`src/hw/rtl/utf8_validating_decoder_macros.svh`:
```
// assertion macros for the utf8 validating decoder
// expects clk and rst in the scope of the module that uses them
`ifndef UTF8_VALIDATING_DECODER_MACROS_SVH
`define UTF8_VALIDATING_DECODER_MACROS_SVH

// property that must hold whenever the condition is met
`define UVD_ASSERT_IMP(lbl, ante, cons, msg) \
  lbl: assert property (@(posedge clk) disable iff (rst) (ante) |-> (cons)) else $error(msg);

// property that must hold in the cycle after the condition
`define UVD_ASSERT_NEXT(lbl, ante, cons, msg) \
  lbl: assert property (@(posedge clk) disable iff (rst) (ante) |=> (cons)) else $error(msg);

`endif

```
`src/hw/rtl/uvd_pkg.sv`:
```
// shared types and constants of the utf8 validating decoder
// no dependencies
package uvd_pkg;

  localparam int CP_W  = 21;
  localparam int OFF_W = 32;

  // byte classes found by the front end
  localparam logic [2:0] CLS_ASCII = 3'd0;
  localparam logic [2:0] CLS_CONT  = 3'd1;
  localparam logic [2:0] CLS_LEAD2 = 3'd2;
  localparam logic [2:0] CLS_LEAD3 = 3'd3;
  localparam logic [2:0] CLS_LEAD4 = 3'd4;
  localparam logic [2:0] CLS_BAD   = 3'd5;

  // result status codes
  localparam logic [1:0] ST_OK      = 2'd0;
  localparam logic [1:0] ST_INVALID = 2'd1;
  localparam logic [1:0] ST_TRUNC   = 2'd2;

  localparam logic [CP_W-1:0] CP_MAX       = 21'h10FFFF;
  localparam logic [CP_W-1:0] SURR_LO      = 21'h00D800;
  localparam logic [CP_W-1:0] SURR_HI      = 21'h00DFFF;

  typedef logic [2:0] byte_class_t;

  typedef struct packed {
    logic [7:0]       text_byte;
    logic             end_of_text;
    byte_class_t      byte_class;
    logic [OFF_W-1:0] offset;
  } q_entry_t;

  // handshake between queue and back end
  typedef struct packed {
    logic valid;
    logic pop;
  } q_ctrl_t;

endpackage

```
`src/hw/rtl/uvd_byte_if.sv`:
```
// byte input channel of the utf8 validating decoder
// no dependencies
interface uvd_byte_if;
  logic       valid;
  logic       ready;
  logic [7:0] text_byte;
  logic       end_of_text;

  modport source (output valid, output text_byte, output end_of_text, input ready);
  modport sink (input valid, input text_byte, input end_of_text, output ready);
endinterface

```
`src/hw/rtl/uvd_result_if.sv`:
```
// result channel of the utf8 validating decoder
// no dependencies
interface uvd_result_if;
  logic        valid;
  logic        ready;
  logic [20:0] code_point;
  logic [1:0]  status;
  logic [2:0]  sequence_length;
  logic [31:0] sequence_offset;

  modport source (output valid, output code_point, output status, output sequence_length,
                  output sequence_offset, input ready);
  modport sink (input valid, input code_point, input status, input sequence_length,
                input sequence_offset, output ready);
endinterface

```
`src/hw/rtl/utf8_validating_decoder.sv`:
```
// Streaming strict UTF-8 decoder with validation.
// Channel text (sink): one byte per transaction, text_byte and end_of_text
// marking the last byte of a text. Channel result (source): code_point, status
// (ok, invalid, truncated), sequence_length and sequence_offset of the lead byte.
// A byte that completes a sequence, is rejected, or ends a text mid-sequence gives one result; other
// bytes give none. The front end classifies bytes and counts the offset,
// a two-entry queue decouples it from the back end, which holds the sequence
// state and a result register.
// Throughput: one byte per cycle while the queue is not full; the back end
// consumes a queued byte every cycle the result register is free or being taken.
// A byte that causes a result passes through a queue entry and then the
// result register; bytes waiting ahead of it in the queue delay it further.
// Reset clears the offset, the queue, the sequence state and the result valid.
// When result.ready is low the result holds; the queue absorbs up to two bytes,
// then text.ready drops until the receiver takes the result.
// Offsets wrap modulo 2^min(OFFSET_BITS, 32) and restart at zero after end_of_text.
// depends on uvd_pkg, uvd_byte_if, uvd_result_if, uvd_front, uvd_queue, uvd_back
module utf8_validating_decoder import uvd_pkg::*; #(
  parameter int OFFSET_BITS = 32
) (
  input  logic         clk,
  input  logic         rst,
  uvd_byte_if.sink     text,
  uvd_result_if.source result
);

  logic     push;
  logic     q_full;
  q_entry_t push_entry;
  q_entry_t head;
  q_ctrl_t  q_ctrl;
  q_ctrl_t  back_ctrl;

  uvd_front #(
    .OFFSET_BITS(OFFSET_BITS)
  ) u_front (
    .clk        (clk),
    .rst        (rst),
    .text       (text),
    .q_full     (q_full),
    .push       (push),
    .push_entry (push_entry)
  );

  uvd_queue u_queue (
    .clk        (clk),
    .rst        (rst),
    .push       (push),
    .push_entry (push_entry),
    .full       (q_full),
    .head       (head),
    .ctrl_in    (back_ctrl),
    .ctrl_out   (q_ctrl)
  );

  uvd_back u_back (
    .clk       (clk),
    .rst       (rst),
    .head      (head),
    .q_ctrl    (q_ctrl),
    .back_ctrl (back_ctrl),
    .result    (result)
  );

endmodule

```
`src/hw/rtl/uvd_front.sv`:
```
// front end: accepts bytes, tracks the text offset and classifies each byte
// depends on uvd_pkg and uvd_byte_if
module uvd_front import uvd_pkg::*; #(
  parameter int OFFSET_BITS = 32
) (
  input  logic      clk,
  input  logic      rst,
  uvd_byte_if.sink  text,
  input  logic      q_full,
  output logic      push,
  output q_entry_t  push_entry
);

  logic [OFFSET_BITS-1:0]       position;
  logic [OFFSET_BITS-1:0]       position_next;
  logic [OFFSET_BITS+OFF_W-1:0] position_ext;
  byte_class_t                  byte_class;

  assign text.ready = !q_full;
  assign push       = text.valid && !q_full;

  assign position_next = text.end_of_text ? '0 : position + 1'b1;
  assign position_ext  = {{OFF_W{1'b0}}, position};

  always_comb begin
    if (text.text_byte < 8'h80) begin
      byte_class = CLS_ASCII;
    end else if (text.text_byte < 8'hC0) begin
      byte_class = CLS_CONT;
    end else if (text.text_byte < 8'hC2) begin
      byte_class = CLS_BAD;
    end else if (text.text_byte < 8'hE0) begin
      byte_class = CLS_LEAD2;
    end else if (text.text_byte < 8'hF0) begin
      byte_class = CLS_LEAD3;
    end else if (text.text_byte < 8'hF5) begin
      byte_class = CLS_LEAD4;
    end else begin
      byte_class = CLS_BAD;
    end
  end

  always_comb begin
    push_entry.text_byte   = text.text_byte;
    push_entry.end_of_text = text.end_of_text;
    push_entry.byte_class  = byte_class;
    push_entry.offset      = position_ext[OFF_W-1:0];
  end

  always_ff @(posedge clk) begin
    if (rst) begin
      position <= '0;
    end else if (push) begin
      position <= position_next;
    end
  end

endmodule

```
`src/hw/rtl/uvd_queue.sv`:
```
// two-entry queue between front end and back end
// depends on uvd_pkg
module uvd_queue import uvd_pkg::*; (
  input  logic     clk,
  input  logic     rst,
  input  logic     push,
  input  q_entry_t push_entry,
  output logic     full,
  output q_entry_t head,
  input  q_ctrl_t  ctrl_in,
  output q_ctrl_t  ctrl_out
);

  q_entry_t   entries [2];
  logic       wr_ptr;
  logic       rd_ptr;
  logic [1:0] count;
  logic [1:0] count_next;

  assign full            = (count == 2'd2);
  assign head            = entries[rd_ptr];
  assign ctrl_out.valid  = (count != 2'd0);
  assign ctrl_out.pop    = ctrl_in.pop && ctrl_out.valid;

  always_comb begin
    count_next = count;
    if (push && !ctrl_out.pop) begin
      count_next = count + 2'd1;
    end else if (!push && ctrl_out.pop) begin
      count_next = count - 2'd1;
    end
  end

  always_ff @(posedge clk) begin
    if (rst) begin
      wr_ptr <= 1'b0;
      rd_ptr <= 1'b0;
      count  <= 2'd0;
    end else begin
      count <= count_next;
      if (push) begin
        wr_ptr <= !wr_ptr;
      end
      if (ctrl_out.pop) begin
        rd_ptr <= !rd_ptr;
      end
    end
  end

  always_ff @(posedge clk) begin
    if (push) begin
      entries[wr_ptr] <= push_entry;
    end
  end

endmodule

```
`src/hw/rtl/uvd_back.sv`:
```
// back end: sequence state, validation, payload assembly and output register
// depends on uvd_pkg, uvd_result_if and the assertion macro header
`include "utf8_validating_decoder_macros.svh"

module uvd_back import uvd_pkg::*; (
  input  logic         clk,
  input  logic         rst,
  input  q_entry_t     head,
  input  q_ctrl_t      q_ctrl,
  output q_ctrl_t      back_ctrl,
  uvd_result_if.source result
);

  logic [1:0]       remaining;
  logic [1:0]       remaining_next;
  logic [2:0]       expected;
  logic [2:0]       expected_next;
  logic [7:0]       lead;
  logic [7:0]       lead_next;
  logic [CP_W-1:0]  acc;
  logic [CP_W-1:0]  acc_next;
  logic [OFF_W-1:0] start;
  logic [OFF_W-1:0] start_next;

  logic             out_valid;
  logic             out_valid_next;
  logic             take;
  logic             emit;
  logic [CP_W-1:0]  res_cp;
  logic [1:0]       res_status;
  logic [2:0]       res_len;
  logic [OFF_W-1:0] res_off;
  logic             first_cont;
  logic             second_ok;
  logic             bad;
  logic [7:0]       b;

  assign b             = head.text_byte;
  assign back_ctrl.pop = !out_valid || result.ready;
  assign back_ctrl.valid = out_valid;
  assign take          = q_ctrl.pop;

  always_comb begin
    case (lead)
      8'hE0:   second_ok = (b >= 8'hA0);
      8'hED:   second_ok = (b < 8'hA0);
      8'hF0:   second_ok = (b >= 8'h90);
      8'hF4:   second_ok = (b < 8'h90);
      default: second_ok = 1'b1;
    endcase
  end

  assign first_cont = (({1'b0, remaining} + 3'd1) == expected);
  assign bad        = (head.byte_class != CLS_CONT) || (first_cont && !second_ok);

  always_comb begin
    remaining_next = remaining;
    expected_next  = expected;
    lead_next      = lead;
    acc_next       = acc;
    start_next     = start;
    emit           = 1'b0;
    res_cp         = '0;
    res_status     = ST_OK;
    res_len        = 3'd0;
    res_off        = head.offset;
    if (take) begin
      if (remaining == 2'd0) begin
        unique case (head.byte_class)
          CLS_ASCII: begin
            emit   = 1'b1;
            res_cp = {{(CP_W-8){1'b0}}, b};
            res_len = 3'd1;
          end
          CLS_LEAD2: begin
            lead_next      = b;
            start_next     = head.offset;
            expected_next  = 3'd2;
            remaining_next = 2'd1;
            acc_next       = {{(CP_W-5){1'b0}}, b[4:0]};
          end
          CLS_LEAD3: begin
            lead_next      = b;
            start_next     = head.offset;
            expected_next  = 3'd3;
            remaining_next = 2'd2;
            acc_next       = {{(CP_W-4){1'b0}}, b[3:0]};
          end
          CLS_LEAD4: begin
            lead_next      = b;
            start_next     = head.offset;
            expected_next  = 3'd4;
            remaining_next = 2'd3;
            acc_next       = {{(CP_W-3){1'b0}}, b[2:0]};
          end
          default: begin
            emit       = 1'b1;
            res_status = ST_INVALID;
          end
        endcase
        if (head.end_of_text && remaining_next != 2'd0) begin
          remaining_next = 2'd0;
          emit           = 1'b1;
          res_status     = ST_TRUNC;
        end
      end else begin
        res_off = start;
        if (bad) begin
          remaining_next = 2'd0;
          emit           = 1'b1;
          res_status     = ST_INVALID;
        end else begin
          acc_next       = {acc[CP_W-7:0], b[5:0]};
          remaining_next = remaining - 2'd1;
          if (remaining == 2'd1) begin
            emit = 1'b1;
            if (acc_next > CP_MAX || (acc_next >= SURR_LO && acc_next <= SURR_HI)) begin
              res_status = ST_INVALID;
            end else begin
              res_cp  = acc_next;
              res_len = expected;
            end
          end else if (head.end_of_text) begin
            remaining_next = 2'd0;
            emit           = 1'b1;
            res_status     = ST_TRUNC;
          end
        end
      end
    end
  end

  assign out_valid_next = take ? emit : (out_valid && !result.ready);
  assign result.valid   = out_valid;

  always_ff @(posedge clk) begin
    if (rst) begin
      remaining <= 2'd0;
      out_valid <= 1'b0;
    end else begin
      remaining <= remaining_next;
      out_valid <= out_valid_next;
    end
  end

  always_ff @(posedge clk) begin
    expected <= expected_next;
    lead     <= lead_next;
    acc      <= acc_next;
    start    <= start_next;
    if (take && emit) begin
      result.code_point      <= res_cp;
      result.status          <= res_status;
      result.sequence_length <= res_len;
      result.sequence_offset <= res_off;
    end
  end

  `UVD_ASSERT_IMP(a_ok_len, out_valid && result.status == ST_OK, result.sequence_length != 3'd0 && result.sequence_length <= 3'd4, "ok result with bad length")
  `UVD_ASSERT_IMP(a_err_zero, out_valid && result.status != ST_OK, result.code_point == '0 && result.sequence_length == 3'd0, "error result with payload")
  `UVD_ASSERT_IMP(a_rem_bound, remaining != 2'd0, {1'b0, remaining} < expected, "remaining count exceeds sequence length")
  `UVD_ASSERT_NEXT(a_stall_hold, out_valid && !result.ready, out_valid, "pending result dropped")

endmodule
```
`src/flat_wrapper.sv`:
```
// flat-port wrapper written by rule: the top's interface ports become plain ports
module utf8_validating_decoder_flat import uvd_pkg::*;
#(
  parameter int OFFSET_BITS = 32
)
  (clk, rst, text_valid, text_text_byte, text_end_of_text, text_ready, result_valid, result_code_point, result_status, result_sequence_length, result_sequence_offset, result_ready);
  uvd_byte_if text_i ();
  uvd_result_if result_i ();
  input  logic clk;
  input  logic rst;
  input wire logic [$bits(text_i.valid)-1:0] text_valid;
  input wire logic [$bits(text_i.text_byte)-1:0] text_text_byte;
  input wire logic [$bits(text_i.end_of_text)-1:0] text_end_of_text;
  output wire logic [$bits(text_i.ready)-1:0] text_ready;
  output wire logic [$bits(result_i.valid)-1:0] result_valid;
  output wire logic [$bits(result_i.code_point)-1:0] result_code_point;
  output wire logic [$bits(result_i.status)-1:0] result_status;
  output wire logic [$bits(result_i.sequence_length)-1:0] result_sequence_length;
  output wire logic [$bits(result_i.sequence_offset)-1:0] result_sequence_offset;
  input wire logic [$bits(result_i.ready)-1:0] result_ready;
  assign text_i.valid = text_valid;
  assign text_i.text_byte = text_text_byte;
  assign text_i.end_of_text = text_end_of_text;
  assign text_ready = text_i.ready;
  assign result_valid = result_i.valid;
  assign result_code_point = result_i.code_point;
  assign result_status = result_i.status;
  assign result_sequence_length = result_i.sequence_length;
  assign result_sequence_offset = result_i.sequence_offset;
  assign result_i.ready = result_ready;
  utf8_validating_decoder #(.OFFSET_BITS(OFFSET_BITS)) u_core (.clk(clk), .rst(rst), .text(text_i), .result(result_i));
endmodule
```
`config.mk`:
```
export PLATFORM = sky130hd
export DESIGN_NAME = utf8_validating_decoder_flat
export DESIGN_NICKNAME = d
export VERILOG_FILES = /design/src/hw/rtl/uvd_pkg.sv /design/src/hw/rtl/uvd_byte_if.sv /design/src/hw/rtl/uvd_result_if.sv /design/src/hw/rtl/utf8_validating_decoder.sv /design/src/hw/rtl/uvd_front.sv /design/src/hw/rtl/uvd_queue.sv /design/src/hw/rtl/uvd_back.sv /design/src/flat_wrapper.sv
export VERILOG_INCLUDE_DIRS = /design/src /design/src/hw/rtl
export SDC_FILE = /design/constraint.sdc
export NUM_CORES = 1
export LEC_CHECK = 0
export BUFFER_PORTS_ARGS = -buffer_cell sky130_fd_sc_hd__buf_2
export CAP_MARGIN = 20
export CORE_MARGIN = 4
export CORE_UTILIZATION = 25
export CTS_BUF_LIST = sky130_fd_sc_hd__clkbuf_4
export DETAILED_ROUTE_END_ITERATION = 6
export GPL_ROUTABILITY_DRIVEN = 0
export GPL_TIMING_DRIVEN = 0
export HOLD_SLACK_MARGIN = 0.02
export MAX_ROUTING_LAYER = met4
export PLACE_DENSITY = 0.41
export REMOVE_ABC_BUFFERS = 1
export SLEW_MARGIN = 0
export SYNTH_ARGS = -nofsm -noshare
export SYNTH_HDL_FRONTEND = slang
export SYNTH_SLANG_ARGS = --single-unit
```
`constraint.sdc`:
```
create_clock -name clk -period 4.56 [get_ports clk]
set_input_delay 0.228 -clock clk [delete_from_list [all_inputs] [get_ports clk]]
set_output_delay 0.228 -clock clk [all_outputs]
set_load 0.1 [all_outputs]
```
# Word level (Yosys, flattened, before mapping)
# Memory sizes are Yosys's and may differ from the RTL's. A register that Yosys moved wholly into a read port is not among the register bits.
# Index checks and enable logic that the tools add are counted.
# Widths: inputs -> output; s select.
# totals
out_inout_bits	60
input_bits	13
mem_bits_ro	0
latchBits	0
n_memories	1
ram_bits	88
elab_cells	130
reg_bits	155
# op_classes
n_mul	0
mux	53
addsub	5
shift	0
eq_ne	13
bitwise_logic	0
n_reduce_logical	31
n_lt_le_gt_ge	13
div_mod_pow	0
# mem_list
name	depth	width	read_ports	rd_ports_with_merged_regs	write_ports	line_no	rtl
u_core.u_queue.entries	2	44	1	1	1	uvd_queue.sv:14	q_entry_t entries [2];
# op_table
operator	count
$mux 32	3
$mux 21	4
$lt 8x8->1 const B	8
$pmux 15 s3	1
$add 32x1->32 const B	1
$eq 8x8->1 const B	4
$mux 15	2
$mux 2	14
$mux 3	9
$ge 21x16->1 const B	1
$gt 21x21->1 const B	1
$le 21x16->1 const B	1
$ge 8x8->1 const B	2
$mux 1	16
$logic_and 1x1->1	9
$pmux 3 s3	1
$reduce_and 3->1	3
$logic_not 1->1	8
$mux 8	1
$eq 3x2->1 const B	2
$pmux 2 s3	1
$reduce_bool 2->1	3
$ne 4x1->1 const B	1
$pmux 1 s4	1
other kinds (15)	18

# Longest topological paths before layout
# depth
depth_word	10
mapped_depth	8
depth_no_buf	7

# Hierarchy
# A second synthesis with hierarchy kept.
# hier_totals
cells_unflattened	624
hier_area_um2	9786.9
# by_module_without_submodules
module	n_inst	area_each_um2	seq_area_each_um2	cells_each
uvd_back	1	4695.8	3543.4	267
uvd_queue	1	3383.2	2742.6	160
uvd_front	1	1707.9	640.6	197

# Least setup slack after synthesis
# Ideal clock, no wire load.
# synth_timing
kind	reg2reg
from	reg u_core.u_back.out_valid, in the netlist u_core.u_back.result.valid
to	reg u_core.u_back.acc[0], enable pin
path_stages_with_launch	6
n_path_buf	0
required_time_ps	4170
setup_time_ps	390
arrival_time_ps	5032
synth_period_minus_slack_ps	5423
path_slack_ps	-863
cell_sequence	dfxtp_1 > nor2b_1 > nor2_1 > nand2_1 > nor3_1 > o21bai_1
# synth_via
elab_chain_cells	4
# synth_lines
element	line_no	rtl
from (decl)	uvd_back.sv:25	logic out_valid;
from (signal assigned)	uvd_back.sv:142	out_valid <= out_valid_next;
$logic_not 1->1	uvd_back.sv:39	assign back_ctrl.pop = !out_valid || result.ready;
$logic_or 1x1->1	uvd_back.sv:39	
$logic_and 1x1->1	uvd_queue.sv:23	assign ctrl_out.pop = ctrl_in.pop && ctrl_out.valid;
$reduce_and 3->1 (no source line)	--	
to (signal assigned)	uvd_back.sv:149	acc <= acc_next;
to (decl)	uvd_back.sv:20	logic [CP_W-1:0] acc;
# No other way between the ends.
# A chain may end at the register's enable or synchronous reset.

==> results.md <==
* Post-CTS Resized at 0
* Sequential fraction of the synthesis area at 0.715
* Fmax at 272 MHz
* CP Launch Type: register
* Period utilisation layout at 0.805
* Die extent in x at 205 µm
* Run status: finished, final reports clean
* CTS tree: yes
* DRC viols at 0
* Yosys warnings at 0
* Initial antenna violation count at 1
* Least-Margin Pin Slew at 0.858 ns
* Syn_area_per_cell at 15.3 µm²
* Htree depth at 3
* DR pass1 iterations at 4
* Starting Density at 0.255
* Vias at 5701
* Initial DRC Count at 227
* Worst path most repeated cell: buf_12
* # IOs at 73
* Post-synth EDFFs at 204
* # nets final at 796
* Fill cells at 3847
* Mean routed wirelength per cell at 15.7 µm
* Post-synth top cells: edfxtp_1 (204), mux2_2 (70), dfxtp_1 (40)
* Ys async rst share at 0
* CTS Hold Bufs at 12
* Clock-pin transition on the worst setup and hold timing paths at 0.06 ns
* Max clock buf depth at 3
* Most numerous cell in the Yosys netlist: edfxtp_1
* First-pass GRT wire length at 33100 µm
* Area grow syn2layout at 22.7%
* Top cells by area, synth: edfxtp_1 (63%), dfxtp_1 (8.3%), mux2_2 (8.1%), xnor2_1 (1.7%), nor2_1 (1.5%)
* Max-cap violations at 0
* Routed wire length at 21100 µm
* Largest net degree at the start of global routing at 30
* # port buffers at 72
* Max Slew Vio Count at 0
* Arr. time, crit path at 4.04 ns
* Max Fanout on Critical Path at 29
* RSZ-0062 raised after global routing: false
* Row count at 71
* Critical path required time at 4.93 ns
* Clock sink total at 244
* Post-Syn Instances at 631
* Final setup viols at 0
* # Post-CTS Setup Buffers at 0
* Finished Cell Area at 11900 µm²
* Fin cells at 1345
* Via density at 4.24
* Share of the synthesized area in the top cell type at 0.633
* Syn Std Cell Area at 9680 µm²
* CP peak stage delay at 0.85 ns
* Critical path's slowest cell: dfxtp_2
* Slew headroom at 0.427
* Die ar. at 41900 µm²
* Clk_lat worst skew at 0.68 ns
* Post-DP Area at 10800 µm²
* Die Y at 205 µm
* All-layer global routing usage at 0.104
* TritonCTS Buffers at 70
* Clock root buffer: clkbuf_4
* Ys flop type: edfxtp_1
* Worst Path Buf+Inv at 2
* Largest area contributor in the netlist: edfxtp_1
* Worst setup path class: register to register
* Core Area at 37900 µm²
* Netlist cell types at 62
* Hold Path Class: input port to register
* Vias in the first global route at 5857
* Critical path's top delay family: compound AO/OA/AOI/OAI gates
* DP HPWL at 13700 µm
* Share of cells above drive strength 1 at 0.338
* Dpl cells at 1205
* Worst setup EP type: register
* Global route total overflow at 0
* FF+latch count, synth at 244
* Crit-path cells: buf_12, mux2i_1, or4b_1, a41o_1, a31o_2, a31oi_4, buf_12
* Final ANT Viol Nets at 0
* Fin Clk Skew at 0.0551 ns
* Period minus WS final at 3.67 ns
* Final Hold Viols at 0
==> placed cells by master, fill, tap and decap left out, drive strengths merged, types with 3 or more instances in the layout <==
cell type / count
nor4: 7
nor3: 11
ha: 5
nor3b: 3
buf: 84
and4: 3
o31ai: 9
edfxtp: 204
mux2i: 7
or3: 8
nand4: 6
a21oi: 20
xnor2: 19
a21boi: 3
a211oi: 3
clkbuf: 106
nand3: 10
nor2: 38
o21ai: 15
mux2: 70
and2: 17
inv: 22
and3: 4
nor2b: 13
xor2: 6
nand2: 19
clkinv: 18
dfxtp: 40
dlygate4sd3: 12
or4: 14
==> worst register-to-register path, delay by kind of cell (launching register included) <==
kind | cells | cell delay (ns)
AO/OA/AOI/OAI | 3 | 1.19
buffers and inverters | 2 | 0.55
flip-flops | 1 | 0.85
multiplexers | 1 | 0.18
AND/OR/NAND/NOR | 1 | 0.58
==> sequential cells by signal (all words and copies together) (netlist names), named ones only <==
name	count
u_core.u_queue.count	2
u_core.u_back.expected	3
u_core.u_back.acc	15
u_core.u_back.result.sequence_length	3
u_core.u_back.result.valid	1
u_core.u_back.lead	8
u_core.u_queue.rd_ptr	1
u_core.u_back.start	32
u_core.u_queue.wr_ptr	1
u_core.u_back.result.status	2
u_core.u_queue.entries	88
u_core.u_back.remaining	2
u_core.u_front.position	32
u_core.u_back.result.sequence_offset	32
u_core.u_back.result.code_point	21
==> worst paths after layout <==
| path | start | to | slack [ns] | cells past startpoint |
|---|---|---|---|---|
| worst max register to register | register | u_core.u_back.result.sequence_offset[15]$_DFFE_PP_ | 0.89 | 7 |
| worst min-delay path | text_end_of_text | u_core.u_queue.entries[0][35]$_DFFE_PP_ | 0.35 | 2 |
| worst min register to register | u_core.u_front.position[31]$_SDFFE_PP0P_ | u_core.u_queue.entries[1][31]$_DFFE_PP_ | 0.49 | 0 |
| worst max-delay path | register | u_core.u_back.result.sequence_offset[15]$_DFFE_PP_ | 0.89 | 7 |
==> cells by family (layout without fill, tap and decap cells) <==
kind of cell	after synthesis	in the layout	synth area share
AOI/OAI and AO/OA	74	74	0.0503
buffers and inverters	44	245	0.0198
xor gates and xnor gates	25	25	0.0226
and+or+nand+nor	162	162	0.0969
adders and majority gates	5	5	0.00646
DFF	244	244	0.715
muxes	77	77	0.0886
other	0	2	0
==> cell type report <==
cell class | count | area (µm²) | share of cell area
sequential | 244 | 6930 | 0.583
multi-input combinational | 343 | 2600 | 0.219
clock buffer | 106 | 796 | 0.0670
timing repair buffer | 96 | 688 | 0.0579
tap | 511 | 639 | 0.0538
clock inverter | 20 | 139 | 0.0117
inverter | 23 | 86.3 | 0.00727
antenna | 2 | 5.00 | 0.000421
==> layer usage <==
layer,up-vias,wire (µm),global-route usage
li1,2742,-,-
met1,2784,9860,0.132
met2,126,9700,0.157
met3,49,1040,0.0294
met4,0,483,0.0416
met5,-,0,-
==> through the flow <==
stage / setup slack, ns / hold WS (ns) / util / TNS, ns
2_1_floorplan: -1.54 / 0.297 / - / -132.88
3_3_place_gp: -5.16 / 0.439 / 0.279 / -550.12
3_5_place_dp: 0.802 / 0.447 / 0.285 / 0
4_1_cts: 0.768 / 0.277 / 0.313 / 0
5_1_grt: 0.627 / 0.300 / 0.313 / 0
6_report: 0.890 / 0.346 / 0.313 / 0
Power is left out: the tool's default activity adds up to more than one toggle a clock period on the data nets, which glitch-free logic cannot reach.
